===== config.mk =====
export PLATFORM = sky130hd
export DESIGN_NAME = byte_stream_tokenizer_top
export DESIGN_NICKNAME = d
export VERILOG_FILES = /design/src/hw/rtl/bst_pkg.sv /design/src/hw/rtl/bst_front.sv /design/src/hw/rtl/bst_fifo.sv /design/src/hw/rtl/bst_back.sv /design/src/hw/rtl/byte_stream_tokenizer_top.sv
export SDC_FILE = /design/constraint.sdc
export NUM_CORES = 1
export LEC_CHECK = 0
export BUFFER_PORTS_ARGS = -buffer_cell sky130_fd_sc_hd__buf_2
export CELL_PAD_IN_SITES_DETAIL_PLACEMENT = 1
export CELL_PAD_IN_SITES_GLOBAL_PLACEMENT = 1
export CORE_MARGIN = 2
export CORE_UTILIZATION = 50
export DETAILED_ROUTE_END_ITERATION = 16
export HOLD_SLACK_MARGIN = 0.06
export PLACE_DENSITY = 0.87
export SLEW_MARGIN = 20
export SYNTH_ARGS = -nofsm -noshare
export SYNTH_HDL_FRONTEND = slang
export SYNTH_SLANG_ARGS = --single-unit

===== constraint.sdc =====
create_clock -name clk -period 10.8 [get_ports clk]
set_input_delay 3.24 -clock clk [delete_from_list [all_inputs] [get_ports clk]]
set_output_delay 3.24 -clock clk [all_outputs]
set_load 0.01 [all_outputs]

===== src/hw/rtl/bst_pkg.sv =====
// Shared types and constants for the byte stream tokenizer.
// Used by bst_front, bst_fifo, bst_back and byte_stream_tokenizer_top.
package bst_pkg;

  localparam int KIND_W  = 5;
  localparam int VALUE_W = 63;
  localparam int POS_W   = 16;
  localparam int TDATA_W = 104;

  // token kinds
  localparam logic [KIND_W-1:0] K_END       = 5'd0;
  localparam logic [KIND_W-1:0] K_CHAR      = 5'd1;
  localparam logic [KIND_W-1:0] K_ASSIGN    = 5'd2;
  localparam logic [KIND_W-1:0] K_SCOPE     = 5'd3;
  localparam logic [KIND_W-1:0] K_DOT2      = 5'd4;
  localparam logic [KIND_W-1:0] K_DOT3      = 5'd5;
  localparam logic [KIND_W-1:0] K_OROR      = 5'd6;
  localparam logic [KIND_W-1:0] K_BRACKETS  = 5'd7;
  localparam logic [KIND_W-1:0] K_ARROW     = 5'd8;
  localparam logic [KIND_W-1:0] K_EQEQ      = 5'd9;
  localparam logic [KIND_W-1:0] K_LE        = 5'd10;
  localparam logic [KIND_W-1:0] K_GE        = 5'd11;
  localparam logic [KIND_W-1:0] K_NE        = 5'd12;
  localparam logic [KIND_W-1:0] K_LT        = 5'd13;
  localparam logic [KIND_W-1:0] K_GT        = 5'd14;
  localparam logic [KIND_W-1:0] K_STR_BYTE  = 5'd15;
  localparam logic [KIND_W-1:0] K_STR_END   = 5'd16;
  localparam logic [KIND_W-1:0] K_NAME_BYTE = 5'd17;
  localparam logic [KIND_W-1:0] K_NAME_END  = 5'd18;
  localparam logic [KIND_W-1:0] K_PRINTF    = 5'd19;
  localparam logic [KIND_W-1:0] K_NUMBER    = 5'd20;
  localparam logic [KIND_W-1:0] K_BAD_ESC   = 5'd21;
  localparam logic [KIND_W-1:0] K_UNTERM    = 5'd22;

  localparam logic [VALUE_W-1:0] NUM_MAX = {VALUE_W{1'b1}};

  // queue between front and back
  localparam int QDEPTH = 4;
  localparam int QPTR_W = $clog2(QDEPTH);
  localparam int QCNT_W = $clog2(QDEPTH + 1);

  typedef struct packed {
    logic [KIND_W-1:0]  kind;
    logic [VALUE_W-1:0] value;
    logic [POS_W-1:0]   line;
    logic [POS_W-1:0]   col;
    logic               last;
  } tok_rec_t;

  // up to two records produced by one input word
  typedef struct packed {
    logic [1:0] cnt;
    tok_rec_t   rec0;
    tok_rec_t   rec1;
  } tok_pair_t;

  // head of the queue as seen by the back end
  typedef struct packed {
    logic     avail;
    tok_rec_t rec;
  } q_head_t;

endpackage


===== src/hw/rtl/bst_front.sv =====
// Front end: takes one byte word, runs the lexer state and line/column counters,
// and produces up to two token records for the queue. Depends on bst_pkg.
module bst_front #(
  parameter int POSITION_BITS = 16
) (
  input  logic                      clk,
  input  logic                      rst_n,
  input  logic                      take,
  input  logic [7:0]                src_byte,
  input  logic                      eoi,
  output bst_pkg::tok_pair_t        pair
);

  typedef enum logic [4:0] {
    M_IDLE, M_COMMENT, M_NUMBER, M_NAME, M_STRING, M_ESCAPE,
    M_COLON, M_DOT, M_DOT2, M_BAR, M_BRACK, M_MINUS, M_EQ, M_LT, M_GT,
    M_BANG, M_DONE
  } mode_t;

  typedef struct packed {
    mode_t                       mode;
    logic [bst_pkg::VALUE_W-1:0] acc;
    logic [2:0]                  kidx;
    logic                        emit;
    logic [bst_pkg::KIND_W-1:0]  kind;
    logic [bst_pkg::VALUE_W-1:0] value;
  } fresh_t;

  typedef struct packed {
    logic                        emit;
    logic [bst_pkg::KIND_W-1:0]  kind;
    logic [bst_pkg::VALUE_W-1:0] value;
  } emit_t;

  localparam logic [7:0] CH_NUL   = 8'h00;
  localparam logic [7:0] CH_TAB   = 8'h09;
  localparam logic [7:0] CH_LF    = 8'h0A;
  localparam logic [7:0] CH_VT    = 8'h0B;
  localparam logic [7:0] CH_FF    = 8'h0C;
  localparam logic [7:0] CH_CR    = 8'h0D;
  localparam logic [7:0] CH_SPACE = " ";
  localparam logic [7:0] CH_HASH  = "#";
  localparam logic [7:0] CH_COLON = ":";
  localparam logic [7:0] CH_DOT   = ".";
  localparam logic [7:0] CH_BAR   = "|";
  localparam logic [7:0] CH_LBRK  = "[";
  localparam logic [7:0] CH_RBRK  = "]";
  localparam logic [7:0] CH_MINUS = "-";
  localparam logic [7:0] CH_EQ    = "=";
  localparam logic [7:0] CH_LT    = "<";
  localparam logic [7:0] CH_GT    = ">";
  localparam logic [7:0] CH_BANG  = "!";
  localparam logic [7:0] CH_DQ    = "\"";
  localparam logic [7:0] CH_SQ    = "'";
  localparam logic [7:0] CH_BSL   = 8'h5C;
  localparam logic [7:0] CH_UNDER = "_";

  localparam logic [2:0] KW_LEN  = 3'd6;
  localparam logic [2:0] KW_MISS = 3'd7;
  localparam logic [7:0] KW_TEXT [6] = '{"p", "r", "i", "n", "t", "f"};

  localparam logic [POSITION_BITS-1:0] POS_ONE = POSITION_BITS'(1);

  mode_t                       mode_r, mode_nxt;
  logic [bst_pkg::VALUE_W-1:0] acc_r, acc_nxt;
  logic [2:0]                  kidx_r, kidx_nxt;
  logic [POSITION_BITS-1:0]    line_r, line_nxt;
  logic [POSITION_BITS-1:0]    col_r, col_nxt;

  logic [1:0]                  n;
  logic [bst_pkg::KIND_W-1:0]  kind_s [2];
  logic [bst_pkg::VALUE_W-1:0] val_s  [2];
  logic                        do_pend, do_fresh, do_end;
  logic [bst_pkg::KIND_W-1:0]  pair_kind;
  logic [66:0]                 prod;
  logic [8:0]                  esc;
  fresh_t                      fr;
  emit_t                       pd;

  function automatic logic is_digit(input logic [7:0] c);
    return (c >= "0") && (c <= "9");
  endfunction

  function automatic logic is_name(input logic [7:0] c);
    return (c == CH_UNDER) || c[7] || ((c >= "a") && (c <= "z")) ||
           ((c >= "A") && (c <= "Z"));
  endfunction

  function automatic logic [2:0] track(input logic [2:0] k, input logic [7:0] c);
    logic [2:0] r;
    r = KW_MISS;
    if (k < KW_LEN) begin
      if (c == KW_TEXT[k]) r = k + 3'd1;
    end
    return r;
  endfunction

  // bit 8 set: known escape, low bits the resolved byte
  function automatic logic [8:0] esc_f(input logic [7:0] c);
    logic [8:0] r;
    case (c)
      CH_BSL:  r = {1'b1, CH_BSL};
      "0":     r = {1'b1, 8'd0};
      "n":     r = {1'b1, 8'd10};
      "t":     r = {1'b1, 8'd9};
      "r":     r = {1'b1, 8'd13};
      "f":     r = {1'b1, 8'd12};
      "v":     r = {1'b1, 8'd11};
      "a":     r = {1'b1, 8'd7};
      "e":     r = {1'b1, 8'd27};
      "b":     r = {1'b1, 8'd8};
      CH_SQ:   r = {1'b1, CH_SQ};
      CH_DQ:   r = {1'b1, CH_DQ};
      default: r = 9'd0;
    endcase
    return r;
  endfunction

  // byte seen between tokens
  function automatic fresh_t fresh_f(input logic [7:0] c,
                                     input logic [bst_pkg::VALUE_W-1:0] acc,
                                     input logic [2:0] kidx);
    fresh_t r;
    r.mode  = M_IDLE;
    r.acc   = acc;
    r.kidx  = kidx;
    r.emit  = 1'b0;
    r.kind  = bst_pkg::K_CHAR;
    r.value = {{(bst_pkg::VALUE_W-8){1'b0}}, c};
    case (c)
      CH_NUL: begin
        r.emit  = 1'b1;
        r.kind  = bst_pkg::K_END;
        r.value = '0;
        r.mode  = M_DONE;
      end
      CH_SPACE, CH_TAB, CH_FF, CH_CR, CH_LF, CH_VT: r.mode = M_IDLE;
      CH_HASH:  r.mode = M_COMMENT;
      CH_COLON: r.mode = M_COLON;
      CH_DOT:   r.mode = M_DOT;
      CH_BAR:   r.mode = M_BAR;
      CH_LBRK:  r.mode = M_BRACK;
      CH_MINUS: r.mode = M_MINUS;
      CH_EQ:    r.mode = M_EQ;
      CH_LT:    r.mode = M_LT;
      CH_GT:    r.mode = M_GT;
      CH_BANG:  r.mode = M_BANG;
      CH_DQ:    r.mode = M_STRING;
      default: begin
        if (is_digit(c)) begin
          r.acc  = {{(bst_pkg::VALUE_W-8){1'b0}}, c - 8'h30};
          r.mode = M_NUMBER;
        end else if (is_name(c)) begin
          r.kidx = track(3'd0, c);
          r.emit = 1'b1;
          r.kind = bst_pkg::K_NAME_BYTE;
          r.mode = M_NAME;
        end else begin
          r.emit = 1'b1;
        end
      end
    endcase
    return r;
  endfunction

  // token held while waiting on the lookahead byte
  function automatic emit_t pend_f(input mode_t m,
                                   input logic [bst_pkg::VALUE_W-1:0] acc,
                                   input logic [2:0] kidx);
    emit_t r;
    r.emit  = 1'b1;
    r.kind  = bst_pkg::K_CHAR;
    r.value = '0;
    case (m)
      M_COLON:  r.value[7:0] = CH_COLON;
      M_DOT:    r.value[7:0] = CH_DOT;
      M_DOT2:   r.kind = bst_pkg::K_DOT2;
      M_BAR:    r.value[7:0] = CH_BAR;
      M_BRACK:  r.value[7:0] = CH_LBRK;
      M_MINUS:  r.value[7:0] = CH_MINUS;
      M_EQ:     r.value[7:0] = CH_EQ;
      M_LT:     r.kind = bst_pkg::K_LT;
      M_GT:     r.kind = bst_pkg::K_GT;
      M_BANG:   r.value[7:0] = CH_BANG;
      M_NUMBER: begin
        r.kind  = bst_pkg::K_NUMBER;
        r.value = acc;
      end
      M_NAME:   r.kind = (kidx == KW_LEN) ? bst_pkg::K_PRINTF : bst_pkg::K_NAME_END;
      default:  r.emit = 1'b0;
    endcase
    return r;
  endfunction

  always_comb begin
    mode_nxt  = mode_r;
    acc_nxt   = acc_r;
    kidx_nxt  = kidx_r;
    line_nxt  = line_r;
    col_nxt   = col_r;
    n         = 2'd0;
    kind_s[0] = bst_pkg::K_END;
    kind_s[1] = bst_pkg::K_END;
    val_s[0]  = '0;
    val_s[1]  = '0;
    do_pend   = 1'b0;
    do_fresh  = 1'b0;
    do_end    = 1'b0;
    pair_kind = bst_pkg::K_END;
    // x*10 + d as (x<<3) + (x<<1) + d, wide enough to see the overflow
    prod      = {acc_r, 3'b000} + {3'b000, acc_r, 1'b0}
              + {59'd0, src_byte - 8'h30};
    esc       = esc_f(src_byte);
    pd        = pend_f(mode_r, acc_r, kidx_r);

    if (take && (mode_r != M_DONE)) begin
      if (eoi) begin
        mode_nxt = M_DONE;
        if ((mode_r == M_STRING) || (mode_r == M_ESCAPE)) begin
          if (mode_r == M_ESCAPE) begin
            kind_s[n[0]] = bst_pkg::K_BAD_ESC;
            n = n + 2'd1;
          end
          kind_s[n[0]] = bst_pkg::K_UNTERM;
          n = n + 2'd1;
        end else begin
          do_pend = 1'b1;
          do_end  = 1'b1;
        end
      end else begin
        if (src_byte == CH_LF) begin
          line_nxt = line_r + POS_ONE;
          col_nxt  = '0;
        end else begin
          col_nxt  = col_r + POS_ONE;
        end

        case (mode_r)
          M_IDLE:    do_fresh = 1'b1;
          M_COMMENT: if (src_byte == CH_LF) mode_nxt = M_IDLE;
          M_STRING: begin
            if (src_byte == CH_DQ) begin
              kind_s[n[0]] = bst_pkg::K_STR_END;
              n = n + 2'd1;
              mode_nxt = M_IDLE;
            end else if (src_byte == CH_BSL) begin
              mode_nxt = M_ESCAPE;
            end else begin
              kind_s[n[0]] = bst_pkg::K_STR_BYTE;
              val_s[n[0]]  = {{(bst_pkg::VALUE_W-8){1'b0}}, src_byte};
              n = n + 2'd1;
            end
          end
          M_ESCAPE: begin
            mode_nxt = M_STRING;
            if (esc[8]) begin
              kind_s[n[0]] = bst_pkg::K_STR_BYTE;
              val_s[n[0]]  = {{(bst_pkg::VALUE_W-8){1'b0}}, esc[7:0]};
              n = n + 2'd1;
            end else begin
              // unknown escape: error, then the byte again as string content
              kind_s[n[0]] = bst_pkg::K_BAD_ESC;
              val_s[n[0]]  = {{(bst_pkg::VALUE_W-8){1'b0}}, src_byte};
              n = n + 2'd1;
              kind_s[n[0]] = bst_pkg::K_STR_BYTE;
              val_s[n[0]]  = {{(bst_pkg::VALUE_W-8){1'b0}}, src_byte};
              n = n + 2'd1;
            end
          end
          M_NUMBER: begin
            if (is_digit(src_byte)) begin
              acc_nxt = (|prod[66:63]) ? bst_pkg::NUM_MAX : prod[62:0];
            end else begin
              do_pend  = 1'b1;
              do_fresh = 1'b1;
            end
          end
          M_NAME: begin
            if (is_name(src_byte) || is_digit(src_byte)) begin
              kidx_nxt = track(kidx_r, src_byte);
              kind_s[n[0]] = bst_pkg::K_NAME_BYTE;
              val_s[n[0]]  = {{(bst_pkg::VALUE_W-8){1'b0}}, src_byte};
              n = n + 2'd1;
            end else begin
              do_pend  = 1'b1;
              do_fresh = 1'b1;
            end
          end
          M_DOT: begin
            if (src_byte == CH_DOT) begin
              mode_nxt = M_DOT2;
            end else begin
              do_pend  = 1'b1;
              do_fresh = 1'b1;
            end
          end
          default: begin
            if ((mode_r == M_COLON) && (src_byte == CH_EQ))
              pair_kind = bst_pkg::K_ASSIGN;
            else if ((mode_r == M_COLON) && (src_byte == CH_COLON))
              pair_kind = bst_pkg::K_SCOPE;
            else if ((mode_r == M_DOT2) && (src_byte == CH_DOT))
              pair_kind = bst_pkg::K_DOT3;
            else if ((mode_r == M_BAR) && (src_byte == CH_BAR))
              pair_kind = bst_pkg::K_OROR;
            else if ((mode_r == M_BRACK) && (src_byte == CH_RBRK))
              pair_kind = bst_pkg::K_BRACKETS;
            else if ((mode_r == M_MINUS) && (src_byte == CH_GT))
              pair_kind = bst_pkg::K_ARROW;
            else if ((mode_r == M_EQ) && (src_byte == CH_EQ))
              pair_kind = bst_pkg::K_EQEQ;
            else if ((mode_r == M_LT) && (src_byte == CH_EQ))
              pair_kind = bst_pkg::K_LE;
            else if ((mode_r == M_GT) && (src_byte == CH_EQ))
              pair_kind = bst_pkg::K_GE;
            else if ((mode_r == M_BANG) && (src_byte == CH_EQ))
              pair_kind = bst_pkg::K_NE;

            if (pair_kind != bst_pkg::K_END) begin
              kind_s[n[0]] = pair_kind;
              n = n + 2'd1;
              mode_nxt = M_IDLE;
            end else begin
              do_pend  = 1'b1;
              do_fresh = 1'b1;
            end
          end
        endcase
      end

      fr = fresh_f(src_byte, acc_nxt, kidx_nxt);

      if (do_pend) begin
        mode_nxt = M_IDLE;
        if (pd.emit) begin
          kind_s[n[0]] = pd.kind;
          val_s[n[0]]  = pd.value;
          n = n + 2'd1;
        end
      end
      if (do_fresh) begin
        mode_nxt = fr.mode;
        acc_nxt  = fr.acc;
        kidx_nxt = fr.kidx;
        if (fr.emit) begin
          kind_s[n[0]] = fr.kind;
          val_s[n[0]]  = fr.value;
          n = n + 2'd1;
        end
      end
      if (do_end) begin
        mode_nxt = M_DONE;
        kind_s[n[0]] = bst_pkg::K_END;
        val_s[n[0]]  = '0;
        n = n + 2'd1;
      end
    end else begin
      fr = fresh_f(src_byte, acc_r, kidx_r);
    end
  end

  always_comb begin
    pair.cnt        = n;
    pair.rec0.kind  = kind_s[0];
    pair.rec0.value = val_s[0];
    pair.rec0.line  = bst_pkg::POS_W'(line_nxt);
    pair.rec0.col   = bst_pkg::POS_W'(col_nxt);
    pair.rec0.last  = (n == 2'd1);
    pair.rec1.kind  = kind_s[1];
    pair.rec1.value = val_s[1];
    pair.rec1.line  = bst_pkg::POS_W'(line_nxt);
    pair.rec1.col   = bst_pkg::POS_W'(col_nxt);
    pair.rec1.last  = 1'b1;
  end

  always_ff @(posedge clk) begin
    if (!rst_n) begin
      mode_r <= M_IDLE;
      acc_r  <= '0;
      kidx_r <= '0;
      line_r <= POS_ONE;
      col_r  <= '0;
    end else begin
      mode_r <= mode_nxt;
      acc_r  <= acc_nxt;
      kidx_r <= kidx_nxt;
      line_r <= line_nxt;
      col_r  <= col_nxt;
    end
  end

endmodule


===== src/hw/rtl/bst_fifo.sv =====
// Short token queue between front and back: takes up to two records a cycle
// while room is high, gives one. Depends on bst_pkg.
module bst_fifo (
  input  logic               clk,
  input  logic               rst_n,
  input  logic               push,
  input  bst_pkg::tok_pair_t wr,
  input  logic               pop,
  output bst_pkg::q_head_t   head,
  output logic               room
);

  bst_pkg::tok_rec_t mem [bst_pkg::QDEPTH];

  logic [bst_pkg::QPTR_W-1:0] wp_r, wp_nxt;
  logic [bst_pkg::QPTR_W-1:0] rp_r, rp_nxt;
  logic [bst_pkg::QCNT_W-1:0] cnt_r, cnt_nxt;
  logic [bst_pkg::QCNT_W-1:0] n_in;
  logic                       do_pop;

  assign n_in   = push ? bst_pkg::QCNT_W'(wr.cnt) : '0;
  assign do_pop = pop && (cnt_r != '0);

  // room for a worst-case word of two records
  assign room       = (cnt_r <= bst_pkg::QCNT_W'(bst_pkg::QDEPTH - 2));
  assign head.avail = (cnt_r != '0);
  assign head.rec   = mem[rp_r];

  always_comb begin
    wp_nxt  = wp_r + bst_pkg::QPTR_W'(n_in);
    rp_nxt  = rp_r + bst_pkg::QPTR_W'(do_pop);
    cnt_nxt = cnt_r + n_in - bst_pkg::QCNT_W'(do_pop);
  end

  always_ff @(posedge clk) begin
    if (push && (wr.cnt != 2'd0)) mem[wp_r] <= wr.rec0;
    if (push && (wr.cnt == 2'd2)) mem[wp_r + bst_pkg::QPTR_W'(1)] <= wr.rec1;
  end

  always_ff @(posedge clk) begin
    if (!rst_n) begin
      wp_r  <= '0;
      rp_r  <= '0;
      cnt_r <= '0;
    end else begin
      wp_r  <= wp_nxt;
      rp_r  <= rp_nxt;
      cnt_r <= cnt_nxt;
    end
  end

endmodule


===== src/hw/rtl/bst_back.sv =====
// Back end: output register that drains the token queue onto the result stream.
// Depends on bst_pkg.
module bst_back (
  input  logic                        clk,
  input  logic                        rst_n,
  input  bst_pkg::q_head_t            head,
  output logic                        pop,
  output logic                        out_tvalid,
  input  logic                        out_tready,
  output logic [bst_pkg::TDATA_W-1:0] out_tdata,
  output logic                        out_tlast
);

  logic              valid_r, valid_nxt;
  bst_pkg::tok_rec_t rec_r;

  assign pop = head.avail && (!valid_r || out_tready);

  always_comb begin
    valid_nxt = valid_r;
    if (pop)             valid_nxt = 1'b1;
    else if (out_tready) valid_nxt = 1'b0;
  end

  always_ff @(posedge clk) begin
    if (pop) rec_r <= head.rec;
  end

  always_ff @(posedge clk) begin
    if (!rst_n) valid_r <= 1'b0;
    else        valid_r <= valid_nxt;
  end

  assign out_tvalid = valid_r;
  assign out_tlast  = rec_r.last;
  assign out_tdata  = {4'b0000, rec_r.col, rec_r.line, rec_r.value, rec_r.kind};

endmodule


===== src/hw/rtl/byte_stream_tokenizer_top.sv =====
// Top level of the byte stream tokenizer: front lexer, token queue, output stage.
// Depends on bst_pkg, bst_front, bst_fifo, bst_back.
//
//  channel | direction | tdata                          | tuser        | tlast
//  in_     | sink      | source_byte                    | end_of_input | -
//  out_    | source    | kind, value, line, column      | -            | last_of_run
//
// One input word per cycle while in_tready is high; each word yields 0 to 2 tokens,
// drained at one per cycle while out_tready is high. The lexer state updates in the
// cycle a word is accepted; tokens then pass the queue write and the output register.
// in_tready drops while the 4-entry queue has fewer than two free slots.
// Reset (rst_n low, synchronous) returns to line 1, column 0, between tokens.
// After the end token (or an unterminated string) input words are taken and dropped.
module byte_stream_tokenizer_top #(
  parameter int POSITION_BITS = 16
) (
  input  logic                        clk,
  input  logic                        rst_n,
  input  logic                        in_tvalid,
  output logic                        in_tready,
  input  logic [7:0]                  in_tdata,   // [7:0] source_byte
  input  logic                        in_tuser,   // [0] end_of_input
  output logic                        out_tvalid,
  input  logic                        out_tready,
  output logic [bst_pkg::TDATA_W-1:0] out_tdata,  // [4:0] token_kind, [67:5] token_value,
                                                  // [83:68] line_number,
                                                  // [99:84] column_number, [103:100] zero
  output logic                        out_tlast   // last_of_run
);

  logic               take;
  logic               room;
  logic               pop;
  bst_pkg::tok_pair_t pair;
  bst_pkg::q_head_t   head;

  assign in_tready = room;
  assign take      = in_tvalid && room;

  bst_front #(
    .POSITION_BITS(POSITION_BITS)
  ) u_front (
    .clk      (clk),
    .rst_n    (rst_n),
    .take     (take),
    .src_byte (in_tdata),
    .eoi      (in_tuser),
    .pair     (pair)
  );

  bst_fifo u_fifo (
    .clk   (clk),
    .rst_n (rst_n),
    .push  (take),
    .wr    (pair),
    .pop   (pop),
    .head  (head),
    .room  (room)
  );

  bst_back u_back (
    .clk        (clk),
    .rst_n      (rst_n),
    .head       (head),
    .pop        (pop),
    .out_tvalid (out_tvalid),
    .out_tready (out_tready),
    .out_tdata  (out_tdata),
    .out_tlast  (out_tlast)
  );

endmodule


# Yosys cells after proc, flatten, opt, wreduce, memory -nomap -nowiden
# Memory sizes are Yosys's and may differ from the RTL's. A register that Yosys moved wholly into a read port is not among the register bits.
# Index checks and enable logic that the tools add are counted.
# word_totals
register_bits	111
rom_bits	64
ram_bits	404
input_bits	13
out_inout_bits	107
memories	2
# mem_list
name	words	width	read_ports	rd_clocked_by_memory_dff	write_ports	line	text
u_fifo.mem	4	101	1	1	2	bst_fifo.sv:13	bst_pkg::tok_rec_t mem [bst_pkg::QDEPTH];
(name not given)	8	8	1	0	0	bst_front.sv:93	if (c == KW_TEXT[k]) r = k + 3'd1;
# classes
n_bitwise	12
n_lt_le_gt_ge	17
add_sub_neg	15
eq_ne	55
reduce_logical	48
muxes	160
# ops
operator	count
126-bit two-way mux	10
63-bit two-way mux	11
126-bit bitwise mux	2
63-bit demux with 1-bit select	3
63-bit one-hot mux with 3 select lines	1
5-bit two-way mux	36
126-bit bitwise AND	1
126-bit NOT	1
8-bit by 7-bit == test with 1-bit output, second input constant	14
10-bit two-way mux	11
9-bit one-hot mux with 12 select lines	1
8-bit by 6-bit == test with 1-bit output, second input constant	12
16-bit two-way mux	6
66-bit by 64-bit adder with 67-bit output	1
67-bit by 8-bit adder with 67-bit output	1
66-bit two-way mux	1
5-bit one-hot mux with 13 select lines	1
8-bit two-way mux	8
8-bit one-hot mux with 8 select lines	1
55-bit two-way mux	1
5-bit one-hot mux with 5 select lines	2
5-bit by 4-bit == test with 1-bit output, second input constant	8
8-bit by 4-bit == test with 1-bit output, second input constant	5
2-bit two-way mux	18
other kinds (64)	151

# Longest topological paths before layout
# depth
ltp_word	37
mapped_depth	18

# Cells and area by module
# Synthesis repeated with hierarchy kept, for this count alone.
# hier_totals
cells_unflattened	2853
area_unflattened_um2	35663.0
# modules_own_cells
mod	cells_each	instances	area_per_inst_um2	seq_area_each_um2
bst_fifo	1032	1	20139.3	12271.8
bst_front	1710	1	12403.1	2062.0
bst_back	110	1	3114.2	3052.9
byte_stream_tokenizer_top	1	1	6.3	0.0

# Least setup slack after synthesis
# Ideal clock, no wire load.
# synth_path
path_kind	in2reg
from	input port out_tready
to	register u_fifo.cnt_r[2] (netlist bit)
path_slack_ps	754
cell_stages	9
path_buffers	0
arrival_ps	9918
path_cell_list	inv_1 > a21oi_1 > ha_1 > inv_1 > ha_1 > fa_1 > xor2_1 > xnor2_1 > nor2_1
# synth_via
elab_chain_cells	4
# synth_rtl
item	line	text
from (decl)	byte_stream_tokenizer_top.sv:24	input logic out_tready,
1-bit logical OR	bst_back.sv:17	assign pop = head.avail && (!valid_r || out_tready);
1-bit logical AND	bst_back.sv:17	
named net pop	byte_stream_tokenizer_top.sv:33	logic pop;
1-bit logical AND	bst_fifo.sv:22	assign do_pop = pop && (cnt_r != '0);
3-bit by 1-bit subtractor with 3-bit output	bst_fifo.sv:32	cnt_nxt = cnt_r + n_in - bst_pkg::QCNT_W'(do_pop);
to (signal assigned)	bst_fifo.sv:48	cnt_r <= cnt_nxt;
to (decl)	bst_fifo.sv:17	logic [bst_pkg::QCNT_W-1:0] cnt_r, cnt_nxt;
# The timed path passes the listed nets, and every way through them passes these cells.
# A chain may end at the register's enable or synchronous reset.

==> flow_summary.yaml <==
logic_synthesis:
  post_synth.cell_area_avg_sq_um: 11.3
  synth_area_leaders: "edfxtp_1 (47%), dfxtp_1 (7.2%), mux4_2 (7.1%)"
  ys_types: 94
  synth_top_family_by_area: "simple AND/OR/NAND/NOR gates"
  seq_area_frac_synth: 0.539
  syn_inst: 2834
  synth-xor-area-share: 0.0264
  synth_simple_gate_area_frac: 0.145
  synth_compound_area_frac: 0.123
  yosysWarnings: 0
  ys.flop_type: "edfxtp_1"
  yosysTopAreaCell: "edfxtp_1"
  muxShareOfSynthArea: 0.0740
  async_flop_share: 0
  synth_fa_ha_area_frac: 0.0573
  synth_edf_count: 501
  netlist_area_sq_um: 32200
  ys_ff_latch: 616
  yosysTopAreaCellShare: 0.468
detailed_routing:
  drtPass1Iterations: 6
  ant_nets: 0
  via_per_inst: 6.68
  vias: 25100
  drt_iter0_markers: 2787
  finalWirelength_um: 108000
  routedWlPerCell_um: 28.7
  drcViolationCount: 0
setup_path:
  cp_cell_sequence: "buf_2, inv_1, ha_1, or3b_1, nor3_1, a21oi_1, o2111ai_2, nor4_2, buf_4, o31a_2, nor3_2, or3_1, and2_1, buf_4, inv_4, buf_4"
  path_max_fanout: 70
  path_delay_family: "simple AND/OR/NAND/NOR gates"
  critPathCaptureType: "flop"
  startpoint_type: "input pin"
  max_stage_delay_ps: 640
  crit_arrival_ps: 9070
  cp_slowest_cell: "nor3_2"
  path_buf_inv: 6
  worst_ep_required_time_ps: 11130
  cpMostUsedCell: "buf_4"
  crit_type: "in -> reg"
sta:
  relSlewSlack: 0.231
  hold_viol_final: 0
  finalSetupViolCount: 0
  fin_skew_ps: 32.0
  fin_crit_ps: 8750
  drv_slew: 0
  max_freq_ghz: 0.114
  setup_tns_ps: 0
  rsz0062_at_grt: "no"
  tightest_slew_ps: 1140
  fin_crit_sh: 0.810
  holdWs_ps: 534
job:
  max_cap_viol_count: 0
cts:
  cts_sinks: 616
  cts_max_level: 2
  clkTransAtPathRegs_ps: 60
  post-cts-setup-buffers: 0
  cts_tree: "yes"
  cts_buffers: 60
  clock_latency_ps: 660
  ctsLongestPathBuffers: 3
  cts_root_buffer: "clkbuf_16"
  cts_hold_buf: 0
  post_cts_resized: 0
global_routing:
  grt_usage: 0.323
  antenna_found_initial: 1
  grt_overflow: 0
  grt_pass1_vias: 26300
  grt_pass1_wl_um: 166000
  grt_max_degree: 72
die:
  die_y_um: 258
  start_util: 0.508
  die_area_sq_um: 66400
  rows: 92
  dieWidth_um: 258
  io_pins: 120
  core_sq_um: 63300
outcome:
  status: "finished clean"
power:
  leakage_nw: 12.1
  irDropWorstVdd_mv: 0.141
  power_density_nw_per_um2: 207
final_layout:
  syn_to_final_growth_pct: 9.98
  nets: 3022
  drive_gt1_frac: 0.149
worst_hold_path:
  hold_path.class: "reg -> reg"
placed_design:
  io_buffer_count: 115
  place.gp.congestion: 0.921
  post-dp-hpwl_um: 68300
[final cells by class]
type / instances / area, sq um
Antenna cell: 1 / 2.50
Clock buffer: 73 / 1610
Clock inverter: 41 / 457
Fill cell: 6512 / 27900
Inverter: 67 / 262
Multi-Input combinational cell: 1968 / 13700
Sequential cell: 616 / 17400
Tap cell: 846 / 1060
Timing Repair Buffer: 153 / 881
[placed cells by master, fill, tap and decap left out, types with 12 or more instances in the layout]
| master | synthesis | final |
|---|---|---|
| a211oi_1 | 43 | 43 |
| or3_1 | 15 | 15 |
| buf_4 | 11 | 37 |
| ha_1 | 136 | 136 |
| nand2b_1 | 25 | 25 |
| a21oi_1 | 156 | 155 |
| a21o_1 | 28 | 24 |
| o22ai_1 | 29 | 29 |
| a22o_1 | 16 | 16 |
| nor2_1 | 476 | 474 |
| a31oi_1 | 27 | 27 |
| nor2b_1 | 12 | 12 |
| and2_1 | 21 | 20 |
| nand4_1 | 31 | 31 |
| mux4_2 | 101 | 101 |
| o211ai_1 | 23 | 23 |
| o21a_1 | 13 | 13 |
| buf_2 | 52 | 115 |
| clkinvlp_4 | 0 | 13 |
| nand2_1 | 203 | 203 |
| nor4_1 | 13 | 13 |
| and3_1 | 17 | 17 |
| nor3_1 | 67 | 66 |
| dfxtp_1 | 115 | 113 |
| clkbuf_16 | 0 | 61 |
| xnor2_1 | 63 | 63 |
| o221ai_1 | 23 | 23 |
| o21bai_1 | 15 | 15 |
| o21ai_0 | 119 | 118 |
| nor2_2 | 29 | 30 |
| xor2_1 | 34 | 34 |
| edfxtp_1 | 501 | 501 |
| nand3_1 | 44 | 44 |
| inv_1 | 65 | 62 |
[metrics by stage]
stage | total power [mW] | worst slack (ps) | instance area, sq um | std cells | utilization
after floorplan | 4.46 | 754 | 32200 | 2837 | -
after global placement | 5.01 | 1800 | 33300 | 3649 | 0.526
after detailed placement | 5.11 | 1590 | 33300 | 3649 | 0.526
after CTS | 7.33 | 2180 | 35300 | 3763 | 0.558
after global routing | 7.54 | 1890 | 35400 | 3765 | 0.559
final | 7.32 | 2050 | 35400 | 3765 | 0.559
[report_power, final]
part	leakage, nW	switching [mW]	internal [mW]
clock	0.967	0.992	1.22
combinational	5.42	1.13	0.645
sequential	5.68	0.210	3.12
[worst reg2reg max path, cell delays in order, from the launching register on]
cell and delay (ps):
dfxtp_1 680, or3b_1 580, or4_1 470, a221o_1 400, o2111ai_2 120, nor4_2 60, buf_4 200, o31a_2 360
nor3_2 650, or3_1 480, and2_1 210, buf_4 430, inv_4 500, buf_4 570
[synth_stat cells, types with 11 or more instances]
| cell | count |
|---|---|
| and3_1 | 17 |
| nor3_1 | 67 |
| buf_6 | 11 |
| ha_1 | 136 |
| o21a_1 | 13 |
| xnor2_1 | 63 |
| a211oi_1 | 43 |
| a21oi_1 | 156 |
| nand4_1 | 31 |
| inv_1 | 65 |
| and2_1 | 21 |
| mux4_2 | 101 |
| dfxtp_1 | 115 |
| o21bai_1 | 15 |
| nand2_1 | 203 |
| nor4_1 | 13 |
| nand3_1 | 44 |
| or3_1 | 15 |
| xor2_1 | 34 |
| a21o_1 | 28 |
| buf_2 | 52 |
| clkbuf_1 | 90 |
| nor2_1 | 476 |
| nand2b_1 | 25 |
| nor2b_1 | 12 |
| nor2_2 | 29 |
| o22ai_1 | 29 |
| a22o_1 | 16 |
| o21ai_0 | 119 |
| buf_1 | 22 |
| a31oi_1 | 27 |
| edfxtp_1 | 501 |
| o221ai_1 | 23 |
| o211ai_1 | 23 |
| buf_4 | 11 |
[registers in the layout, summed over array words and instances, names as in the netlist, 2 cells and up]
name	cells
u_fifo.mem	404
u_front.col_r	16
u_fifo.cnt_r	3
u_back.out_tdata	100
u_front.mode_r	5
u_front.kidx_r	3
u_front.acc_r	63
u_fifo.wp_r	2
u_front.line_r	16
u_fifo.rp_r	2
[routing by layer]
metal | up-vias | global-route usage | wire [um]
met1 | 12700 | 0.424 | 41400
met2 | 1492 | 0.544 | 53000
met5 | - | 0 | 0
li1 | 10600 | - | -
met4 | 0 | 0.126 | 4560
met3 | 307 | 0.0468 | 8960
[cell families after synthesis]
| kind of cell | count (synthesis) |
|---|---|
| compound gates | 599 |
| xor+xnor | 97 |
| fa+ha+maj | 143 |
| buf+inv | 253 |
| flops | 616 |
| mux | 111 |
| other cells | 1 |
| simple gates | 1014 |
[final timing paths]
kind | startpoint | end | slack [ps] | depth (start not counted)
max | in_tdata[4] | u_fifo.mem[1][78]$_DFFE_PP_ | 2050 | 16
min reg2reg | u_back.out_tvalid$_SDFFE_PN0P_ | u_back.out_tvalid$_SDFFE_PN0P_ | 530 | 2
min | u_back.out_tvalid$_SDFFE_PN0P_ | u_back.out_tvalid$_SDFFE_PN0P_ | 530 | 2
max reg2reg | u_front.mode_r[2]$_SDFFE_PN0P_ | u_fifo.mem[1][78]$_DFFE_PP_ | 4770 | 13
No activity file was read; power rests on OpenSTA's default activity.
